$ cat src/hdl/skvt_pkg.sv
// Shared types and codes for the sorted key/value table.
package skvt_pkg;

  localparam int KEY_W   = 32;
  localparam int VAL_W   = 32;
  localparam int ACT_W   = 2;
  localparam int CNT_OUT_W = 5;

  // Action codes
  localparam logic [ACT_W-1:0] ACT_ADD    = 2'd0;
  localparam logic [ACT_W-1:0] ACT_SEARCH = 2'd1;
  localparam logic [ACT_W-1:0] ACT_REMOVE = 2'd2;

  // Status codes
  localparam logic ST_DONE = 1'b0;
  localparam logic ST_FULL = 1'b1;

  typedef struct packed {
    logic [ACT_W-1:0]        action;
    logic signed [KEY_W-1:0] key;
    logic signed [VAL_W-1:0] value;
  } in_t;

  typedef struct packed {
    logic                    present;
    logic signed [VAL_W-1:0] old_value;
    logic [CNT_OUT_W-1:0]    entry_count;
    logic                    status;
  } out_t;

  // One stored entry
  typedef struct packed {
    logic [KEY_W-1:0] key;
    logic [VAL_W-1:0] value;
  } slot_t;

  // Update command broadcast to every cell
  typedef struct packed {
    logic ins;  // insert a new key, shift later entries right
    logic rem;  // remove the hit, shift later entries left
    logic rep;  // replace the value of the hit
  } cell_cmd_t;

endpackage

$ cat src/hdl/sorted_key_value_table.sv
// Sorted key/value table built as a chain of shifting cells.
//
// Holds up to TABLE_DEPTH unique signed keys with values, packed in sorted
// order (ascending, or descending when cfg_wdata wrote 1). Each input beat adds
// or replaces, searches, or removes one key and yields one output beat with
// present, old value, new entry count and a full flag. An item passes through a
// compare state, in which every cell compares its key to the item key and
// registers its flags, and an update state, in which the flag chain picks the
// insert or remove point and all cells shift at once. The update waits while
// the output still holds a result that out_ready has not taken. The next item
// is taken in the update state, so a new item overlaps the last one's update;
// the result is registered at the update. Write cfg_ only while no item is in flight.
module sorted_key_value_table #(
  parameter int TABLE_DEPTH = 16
) (
  input  logic           clk,
  input  logic           rst_n,
  input  logic           cfg_we,
  input  logic           cfg_wdata,
  input  logic           in_valid,
  output logic           in_ready,
  input  skvt_pkg::in_t  in_data,
  output logic           out_valid,
  input  logic           out_ready,
  output skvt_pkg::out_t out_data
);
  import skvt_pkg::*;

  localparam int CW = $clog2(TABLE_DEPTH + 1);
  localparam logic [CW-1:0] FULL_CNT = CW'(TABLE_DEPTH);

  localparam logic [1:0] S_IDLE = 2'd0;
  localparam logic [1:0] S_CMP  = 2'd1;
  localparam logic [1:0] S_UPD  = 2'd2;

  logic [1:0]    state_r, state_nxt;
  logic          desc_r;
  in_t           item_r;
  logic [CW-1:0] count_r, count_nxt;
  logic          out_valid_r;
  out_t          out_data_r, res;
  logic          out_free, upd_go, in_acc, found, full;
  cell_cmd_t     cmd;
  slot_t         item_slot;
  logic [VAL_W-1:0] hit_or;

  slot_t               slot_w  [TABLE_DEPTH];
  logic [VAL_W-1:0]    hitv_w  [TABLE_DEPTH];
  logic [TABLE_DEPTH-1:0] valid_vec;
  logic [TABLE_DEPTH:0]   seen_c, hit_c;

  // Handshake and sequencing
  assign out_free = ~out_valid_r | out_ready;
  assign upd_go   = (state_r == S_UPD) && out_free;
  assign in_ready = (state_r == S_IDLE) || upd_go;
  assign in_acc   = in_valid && in_ready;

  always_comb begin
    state_nxt = state_r;
    unique case (state_r)
      S_IDLE:  if (in_valid) state_nxt = S_CMP;
      S_CMP:   state_nxt = S_UPD;
      S_UPD:   if (out_free) state_nxt = in_valid ? S_CMP : S_IDLE;
      default: state_nxt = S_IDLE;
    endcase
  end

  always_ff @(posedge clk) begin
    if (!rst_n) begin
      state_r <= S_IDLE;
      desc_r  <= 1'b0;
    end else begin
      state_r <= state_nxt;
      if (cfg_we) desc_r <= cfg_wdata;
    end
  end

  always_ff @(posedge clk) begin
    if (in_acc) item_r <= in_data;
  end

  assign item_slot = '{key: item_r.key, value: item_r.value};

  // Cell chain
  assign seen_c[0] = 1'b0;
  assign hit_c[0]  = 1'b0;

  for (genvar i = 0; i < TABLE_DEPTH; i++) begin : g_cell
    slot_t left_s, right_s;
    logic  left_v, right_v;
    if (i == 0) begin : g_first
      assign left_s = '0;
      assign left_v = 1'b0;
    end else begin : g_mid_l
      assign left_s = slot_w[i-1];
      assign left_v = valid_vec[i-1];
    end
    if (i == TABLE_DEPTH - 1) begin : g_last
      assign right_s = '0;
      assign right_v = 1'b0;
    end else begin : g_mid_r
      assign right_s = slot_w[i+1];
      assign right_v = valid_vec[i+1];
    end
    skvt_cell u_cell (
      .clk        (clk),
      .rst_n      (rst_n),
      .cmp_en     (state_r == S_CMP),
      .desc       (desc_r),
      .item_slot  (item_slot),
      .cmd        (cmd),
      .left_slot  (left_s),
      .left_valid (left_v),
      .right_slot (right_s),
      .right_valid(right_v),
      .seen_in    (seen_c[i]),
      .hit_in     (hit_c[i]),
      .slot       (slot_w[i]),
      .valid      (valid_vec[i]),
      .seen_out   (seen_c[i+1]),
      .hit_out    (hit_c[i+1]),
      .hit_value  (hitv_w[i])
    );
  end

  // Hit value: at most one cell is nonzero
  always_comb begin
    hit_or = '0;
    for (int i = 0; i < TABLE_DEPTH; i++) hit_or = hit_or | hitv_w[i];
  end

  assign found = hit_c[TABLE_DEPTH];
  assign full  = (count_r == FULL_CNT);

  // Update command and result
  always_comb begin
    cmd       = '0;
    count_nxt = count_r;
    res       = '0;
    unique case (item_r.action)
      ACT_ADD: begin
        if (found) begin
          cmd.rep = upd_go;
        end else if (!full) begin
          cmd.ins   = upd_go;
          count_nxt = count_r + CW'(1);
        end else begin
          res.status = ST_FULL;
        end
        res.present   = found;
        res.old_value = hit_or;
      end
      ACT_SEARCH: begin
        res.present   = found;
        res.old_value = hit_or;
      end
      ACT_REMOVE: begin
        if (found) begin
          cmd.rem   = upd_go;
          count_nxt = count_r - CW'(1);
        end
        res.present   = found;
        res.old_value = hit_or;
      end
      default: ;
    endcase
    res.entry_count = CNT_OUT_W'(count_nxt);
  end

  always_ff @(posedge clk) begin
    if (!rst_n) begin
      count_r     <= '0;
      out_valid_r <= 1'b0;
    end else begin
      if (upd_go) begin
        count_r     <= count_nxt;
        out_valid_r <= 1'b1;
      end else if (out_ready) begin
        out_valid_r <= 1'b0;
      end
    end
  end

  always_ff @(posedge clk) begin
    if (upd_go) out_data_r <= res;
  end

  assign out_valid = out_valid_r;
  assign out_data  = out_data_r;

`ifndef SYNTH
  // Live cells match the entry count
  a_count_valid: assert property (@(posedge clk) disable iff (!rst_n)
    $countones(valid_vec) == count_r)
    else $error("valid cells disagree with entry count");

  // Live cells stay packed at the low end of the chain
  a_packed: assert property (@(posedge clk) disable iff (!rst_n)
    ((valid_vec + TABLE_DEPTH'(1)) & valid_vec) == '0)
    else $error("live cells not contiguous");

  // A result only follows an update cycle
  a_out_after_upd: assert property (@(posedge clk) disable iff (!rst_n)
    $rose(out_valid_r) |-> $past(state_r == S_UPD))
    else $error("result without update");

  // No item taken during the compare cycle
  a_no_acc_cmp: assert property (@(posedge clk) disable iff (!rst_n)
    (state_r == S_CMP) |-> !in_ready)
    else $error("input taken during compare");

  // In the update state the hit chain rises at most once along the cells
  a_one_hit: assert property (@(posedge clk) disable iff (!rst_n)
    (state_r == S_UPD) |-> $onehot0(hit_c[TABLE_DEPTH:1] ^ hit_c[TABLE_DEPTH-1:0]))
    else $error("more than one cell matched");
`endif

endmodule

$ cat src/hdl/skvt_cell.sv
// One table cell: holds an entry, compares it to the item key, shifts with neighbors.
module skvt_cell (
  input  logic                    clk,
  input  logic                    rst_n,
  input  logic                    cmp_en,
  input  logic                    desc,
  input  skvt_pkg::slot_t         item_slot,
  input  skvt_pkg::cell_cmd_t     cmd,
  input  skvt_pkg::slot_t         left_slot,
  input  logic                    left_valid,
  input  skvt_pkg::slot_t         right_slot,
  input  logic                    right_valid,
  input  logic                    seen_in,
  input  logic                    hit_in,
  output skvt_pkg::slot_t         slot,
  output logic                    valid,
  output logic                    seen_out,
  output logic                    hit_out,
  output logic [skvt_pkg::VAL_W-1:0] hit_value
);
  import skvt_pkg::*;

  slot_t            slot_r, slot_nxt;
  logic             valid_r, valid_nxt;
  logic             match_r, bef_r;
  logic [VAL_W-1:0] hitv_r;
  logic             match, bef, less_new, less_old, ins_here;

  // Compare against the item key
  always_comb begin
    match    = valid_r && (slot_r.key == item_slot.key);
    less_new = $signed(item_slot.key) < $signed(slot_r.key);
    less_old = $signed(slot_r.key) < $signed(item_slot.key);
    bef      = valid_r && (desc ? less_old : less_new);
  end

  // Compare flags, taken in the compare cycle
  always_ff @(posedge clk) begin
    if (cmp_en) begin
      match_r <= match;
      bef_r   <= bef;
      hitv_r  <= match ? slot_r.value : '0;
    end
  end

  // Chain: insert point is the first live slot the key precedes, else the first free slot
  assign seen_out = seen_in | bef_r | ~valid_r;
  assign ins_here = ~seen_in & (bef_r | ~valid_r);
  assign hit_out  = hit_in | match_r;

  // Entry update; the command bits never overlap, and no command holds the entry
  always_comb begin
    slot_nxt  = slot_r;
    valid_nxt = valid_r;
    if (cmd.ins) begin
      if (ins_here) begin
        slot_nxt  = item_slot;
        valid_nxt = 1'b1;
      end else if (seen_in) begin
        slot_nxt  = left_slot;
        valid_nxt = left_valid;
      end
    end else if (cmd.rem) begin
      if (hit_in | match_r) begin
        slot_nxt  = right_slot;
        valid_nxt = right_valid;
      end
    end else if (cmd.rep) begin
      if (match_r) slot_nxt.value = item_slot.value;
    end
  end

  always_ff @(posedge clk) begin
    slot_r <= slot_nxt;
  end

  always_ff @(posedge clk) begin
    if (!rst_n) begin
      valid_r <= 1'b0;
    end else begin
      valid_r <= valid_nxt;
    end
  end

  assign slot      = slot_r;
  assign valid     = valid_r;
  assign hit_value = hitv_r;

endmodule

$ cat config.mk
export PLATFORM = sky130hd
export DESIGN_NAME = sorted_key_value_table
export DESIGN_NICKNAME = d
export VERILOG_FILES = /design/src/hdl/skvt_pkg.sv /design/src/hdl/sorted_key_value_table.sv /design/src/hdl/skvt_cell.sv
export SDC_FILE = /design/constraint.sdc
export NUM_CORES = 2
export LEC_CHECK = 0
export BUFFER_PORTS_ARGS = -buffer_cell sky130_fd_sc_hd__buf_2
export CELL_PAD_IN_SITES_DETAIL_PLACEMENT = 0
export CELL_PAD_IN_SITES_GLOBAL_PLACEMENT = 2
export CORE_MARGIN = 4
export CORE_UTILIZATION = 30
export CTS_CLUSTER_SIZE = 8
export DETAILED_ROUTE_END_ITERATION = 10
export PLACE_DENSITY = 0.7
export SYNTH_ARGS = -nofsm -noshare
export SYNTH_HDL_FRONTEND = slang
export SYNTH_SLANG_ARGS = --single-unit
export TNS_END_PERCENT = 50
$ cat constraint.sdc
create_clock -name clk -period 32.3 [get_ports clk]
set_input_delay 1.615 -clock clk [delete_from_list [all_inputs] [get_ports clk]]
set_output_delay 1.615 -clock clk [all_outputs]
set_load 0.005 [all_outputs]
==> key figures <==
Synth
  • Commonest cells post-synth: 1,673 x edfxtp_1, 1,508 x nand2_1, 587 x o21ai_0
  • Dominant cell type by area after synthesis: edfxtp_1
  • Yosys cell types: between 70 and 80
  • Post-Syn Instances: approximately 8,000
  • Most numerous cell in the Yosys netlist: edfxtp_1
  • Syn. warnings: 0
  • Post-Syn Area: 0.0888 mm²
  • Post-synth ARST share: 0
  • Syn Nets: 8,595
  • Synth top area cells: edfxtp_1 57%, ha_1 7.2%, nand2_1 6.4%
  • Seq/Total Area, Yosys: 0.571
  • Syn Area/Cell: roughly 11 µm²
  • EDFF count, synth: about 1,700
  • FF+latch count, synth: approximately 1,700
  • Primary FF master, synth: edfxtp_1
  • Yosys top cell area share: 0.566

Routing
  • Initial drt markers: around 5,700
  • WL/cell: 24.5 µm
  • Routed WL: just under 300 mm
  • Uppermost layer routed: met4
  • Total iterations of the first detailed-routing run: 6
  • Total number of vias: 63,300
  • M1 WL: ~130 mm
  • Antenna Violating Nets Remaining: 0
  • Met2 WL: ~140 mm
  • Routed met3 length: around 18 mm
  • Vias/cell: between 5 and 6
  • DRC viols: 0

Placement
  • GPL Wtd Cong: around 0.79
  • DP Worst Slack: around 26 ns
  • DP Area: 0.0944 mm²
  • DP Wirelength: approximately 180 mm
  • I/O Buffers: roughly 110

Pwr
  • Final Power: 5.02 mW
  • Pleak: between 40 and 50 nW
  • PwrDens: approximately 50 mW/mm²
  • Worst vdd ir: roughly 0.045 mV

Cells and area
  • Final #Nets: ~8,600
  • Final instance area: 0.101 mm²
  • Share of post-route cells with drive strength above 1: 0.0805
  • Synthesis-to-finish area growth: 13.6%

Clock tree
  • Hold-fix buffers, CTS: 0
  • # resized after CTS: 0
  • Clock transition at the registers of the reported paths: 0.05 ns
  • H-tree levels: 4
  • Clock sinks: ~1,700
  • Root Buffer: clkbuf_16
  • Clk_lat worst skew: between 0.9 and 1 ns
  • CTS Buf Count: roughly 240
  • Longest Clk Path Bufs: 4
  • Setup repair bufs after CTS: 0
  • CTS tree: done

Timing
  • Max-slew violations: 0
  • Final setup margin: approximately 27 ns
  • Clock Skew: between 0.1 and 0.15 ns
  • RSZ-0062 raised after global routing: no
  • Fmax: between 150 and 200 MHz
  • Setup Total Neg Slack: 0 ns
  • Endpoints failing setup: 0
  • Post-layout minimum cycle time: between 5 and 6 ns
  • Slew headroom: 0.124
  • Final Cycle Share: 0.157
  • Actual slew at the worst max-slew pin: roughly 1.3 ns
  • Hold Vio Cnt, Final: 0

GRT
  • Gr ovfl total: 0
  • First-pass GRT wire length: between 400 and 500 mm
  • Largest net degree at the start of global routing: between 200 and 250
  • Initial antenna violation count: 20
  • Vias in the first global route: about 65,000
  • All-Layer GR Usage: 0.186

Die
  • Initial core utilization: 0.302
  • Core Area: 0.294 mm²
  • Die ar.: a little over 0.3 mm²
  • Die width: approximately 550 µm
  • Ports: 113
  • Die Ht: around 550 µm
  • Row count: 199

Worst setup path
  • Critical path class: primary input to register
  • Critical path endpoint category: register
  • Critical Path RT: about 33 ns
  • CP startpoint kind: primary input
  • CP arrival: between 5 and 6 ns
  • Max FO, Critical Path: 52

Flow run
  • Max_cap viols: 0

Run status
  • Run status: finished clean

Min path
  • Hold Path Class: register to register
layer usage:
layer / global-route usage / up-vias
met5: 0 / -
met4: 0.0565 / 0
met3: 0.0258 / 471
met2: 0.314 / 2083
met1: 0.249 / 31600
li1: - / 29100
flip-flops by register name, summed over array words and instances, names as in the netlist, 2 cells and up:
name	count
g_cell.u_cell.valid	16
state_r	2
out_data	39
g_cell.u_cell.match_r	16
g_cell.u_cell.bef_r	16
item_r	66
count_r	5
g_cell.u_cell.hit_value	512
g_cell.u_cell.slot	1024
critical path: stages:
cell and delay [ns]:
buf_2 0.13, nor2b_1 0.10, nor2_4 0.13, buf_4 0.68, and4_2 0.39, buf_4 0.59, nor2_1 0.39, a211oi_4 0.81
buf_4 0.61
final cells by class:
class,instances,area (µm²)
repair buffers,277,1860
flip-flops and latches,1698,50700
clock inverters,11,204
multi-input cells,5275,34800
diodes,11,27.5
inverters,551,2070
fillers,29500,193000
well taps,3919,4900
clock buffers,285,6280
metrics by stage:
stage / util / hold WS, ns / cells
after floorplan: - / 0.448 / 8009
after global placement: 0.321 / 0.497 / 11700
after detailed placement: 0.321 / 0.519 / 11700
after CTS: 0.343 / 0.490 / 12000
after global routing: 0.343 / 0.521 / 12000
final: 0.343 / 0.491 / 12000
power by group:
part	switching, mW	internal, mW	leakage (nW)	total (mW)
Clock	0.939	1.36	3.16	2.30
Combinational	0.158	0.0760	21.4	0.234
Sequential	0.0305	2.46	15.6	2.49
kinds of logic (layout without fill, tap and decap cells):
family / after synthesis / after routing / synth area share
AO/OA/AOI/OAI: 1668 / 1668 / 0.120
buffers and inverters: 1036 / 1124 / 0.0456
flip-flops: 1698 / 1698 / 0.571
XOR/XNOR: 5 / 5 / 0.000493
other: 0 / 11 / 0
AND/OR/NAND/NOR: 2645 / 2645 / 0.140
adder cells (fa/ha/maj): 514 / 514 / 0.0724
multiplexers: 443 / 443 / 0.0499
placed cells by master (no fill, tap or decap), types with 29 or more instances in the layout:
cell	netlist	final
nand3_1	47	46
clkbuf_1	336	40
and3_1	48	44
nor2_1	142	122
buf_2	120	112
edfxtp_1	1673	1673
inv_1	551	551
nand2b_1	30	29
mux2i_1	442	442
nand4_1	119	119
clkbuf_16	0	245
o21ai_0	587	571
a21o_1	135	130
nand2_1	1508	1501
and2_1	486	484
buf_4	0	160
nor4_1	150	146
a22o_1	97	97
a41oi_1	34	34
a22oi_1	386	385
a211oi_1	45	43
a21oi_1	242	235
nor2b_1	31	29
ha_1	514	514
worst paths after layout:
check	end	slack [ns]	startpoint	cells after the start
worst max-delay path	g_cell[3].u_cell.slot[21]	27.22	out_ready	9
worst max register to register	g_cell[3].u_cell.slot[21]	27.56	g_cell[9].u_cell.match_r	7
worst min-delay path	g_cell[0].u_cell.hit_value[22]	0.49	g_cell[0].u_cell.slot[22]	1
worst min register to register	g_cell[0].u_cell.hit_value[22]	0.49	g_cell[0].u_cell.slot[22]	1
No activity file was read; power rests on OpenSTA's default activity.
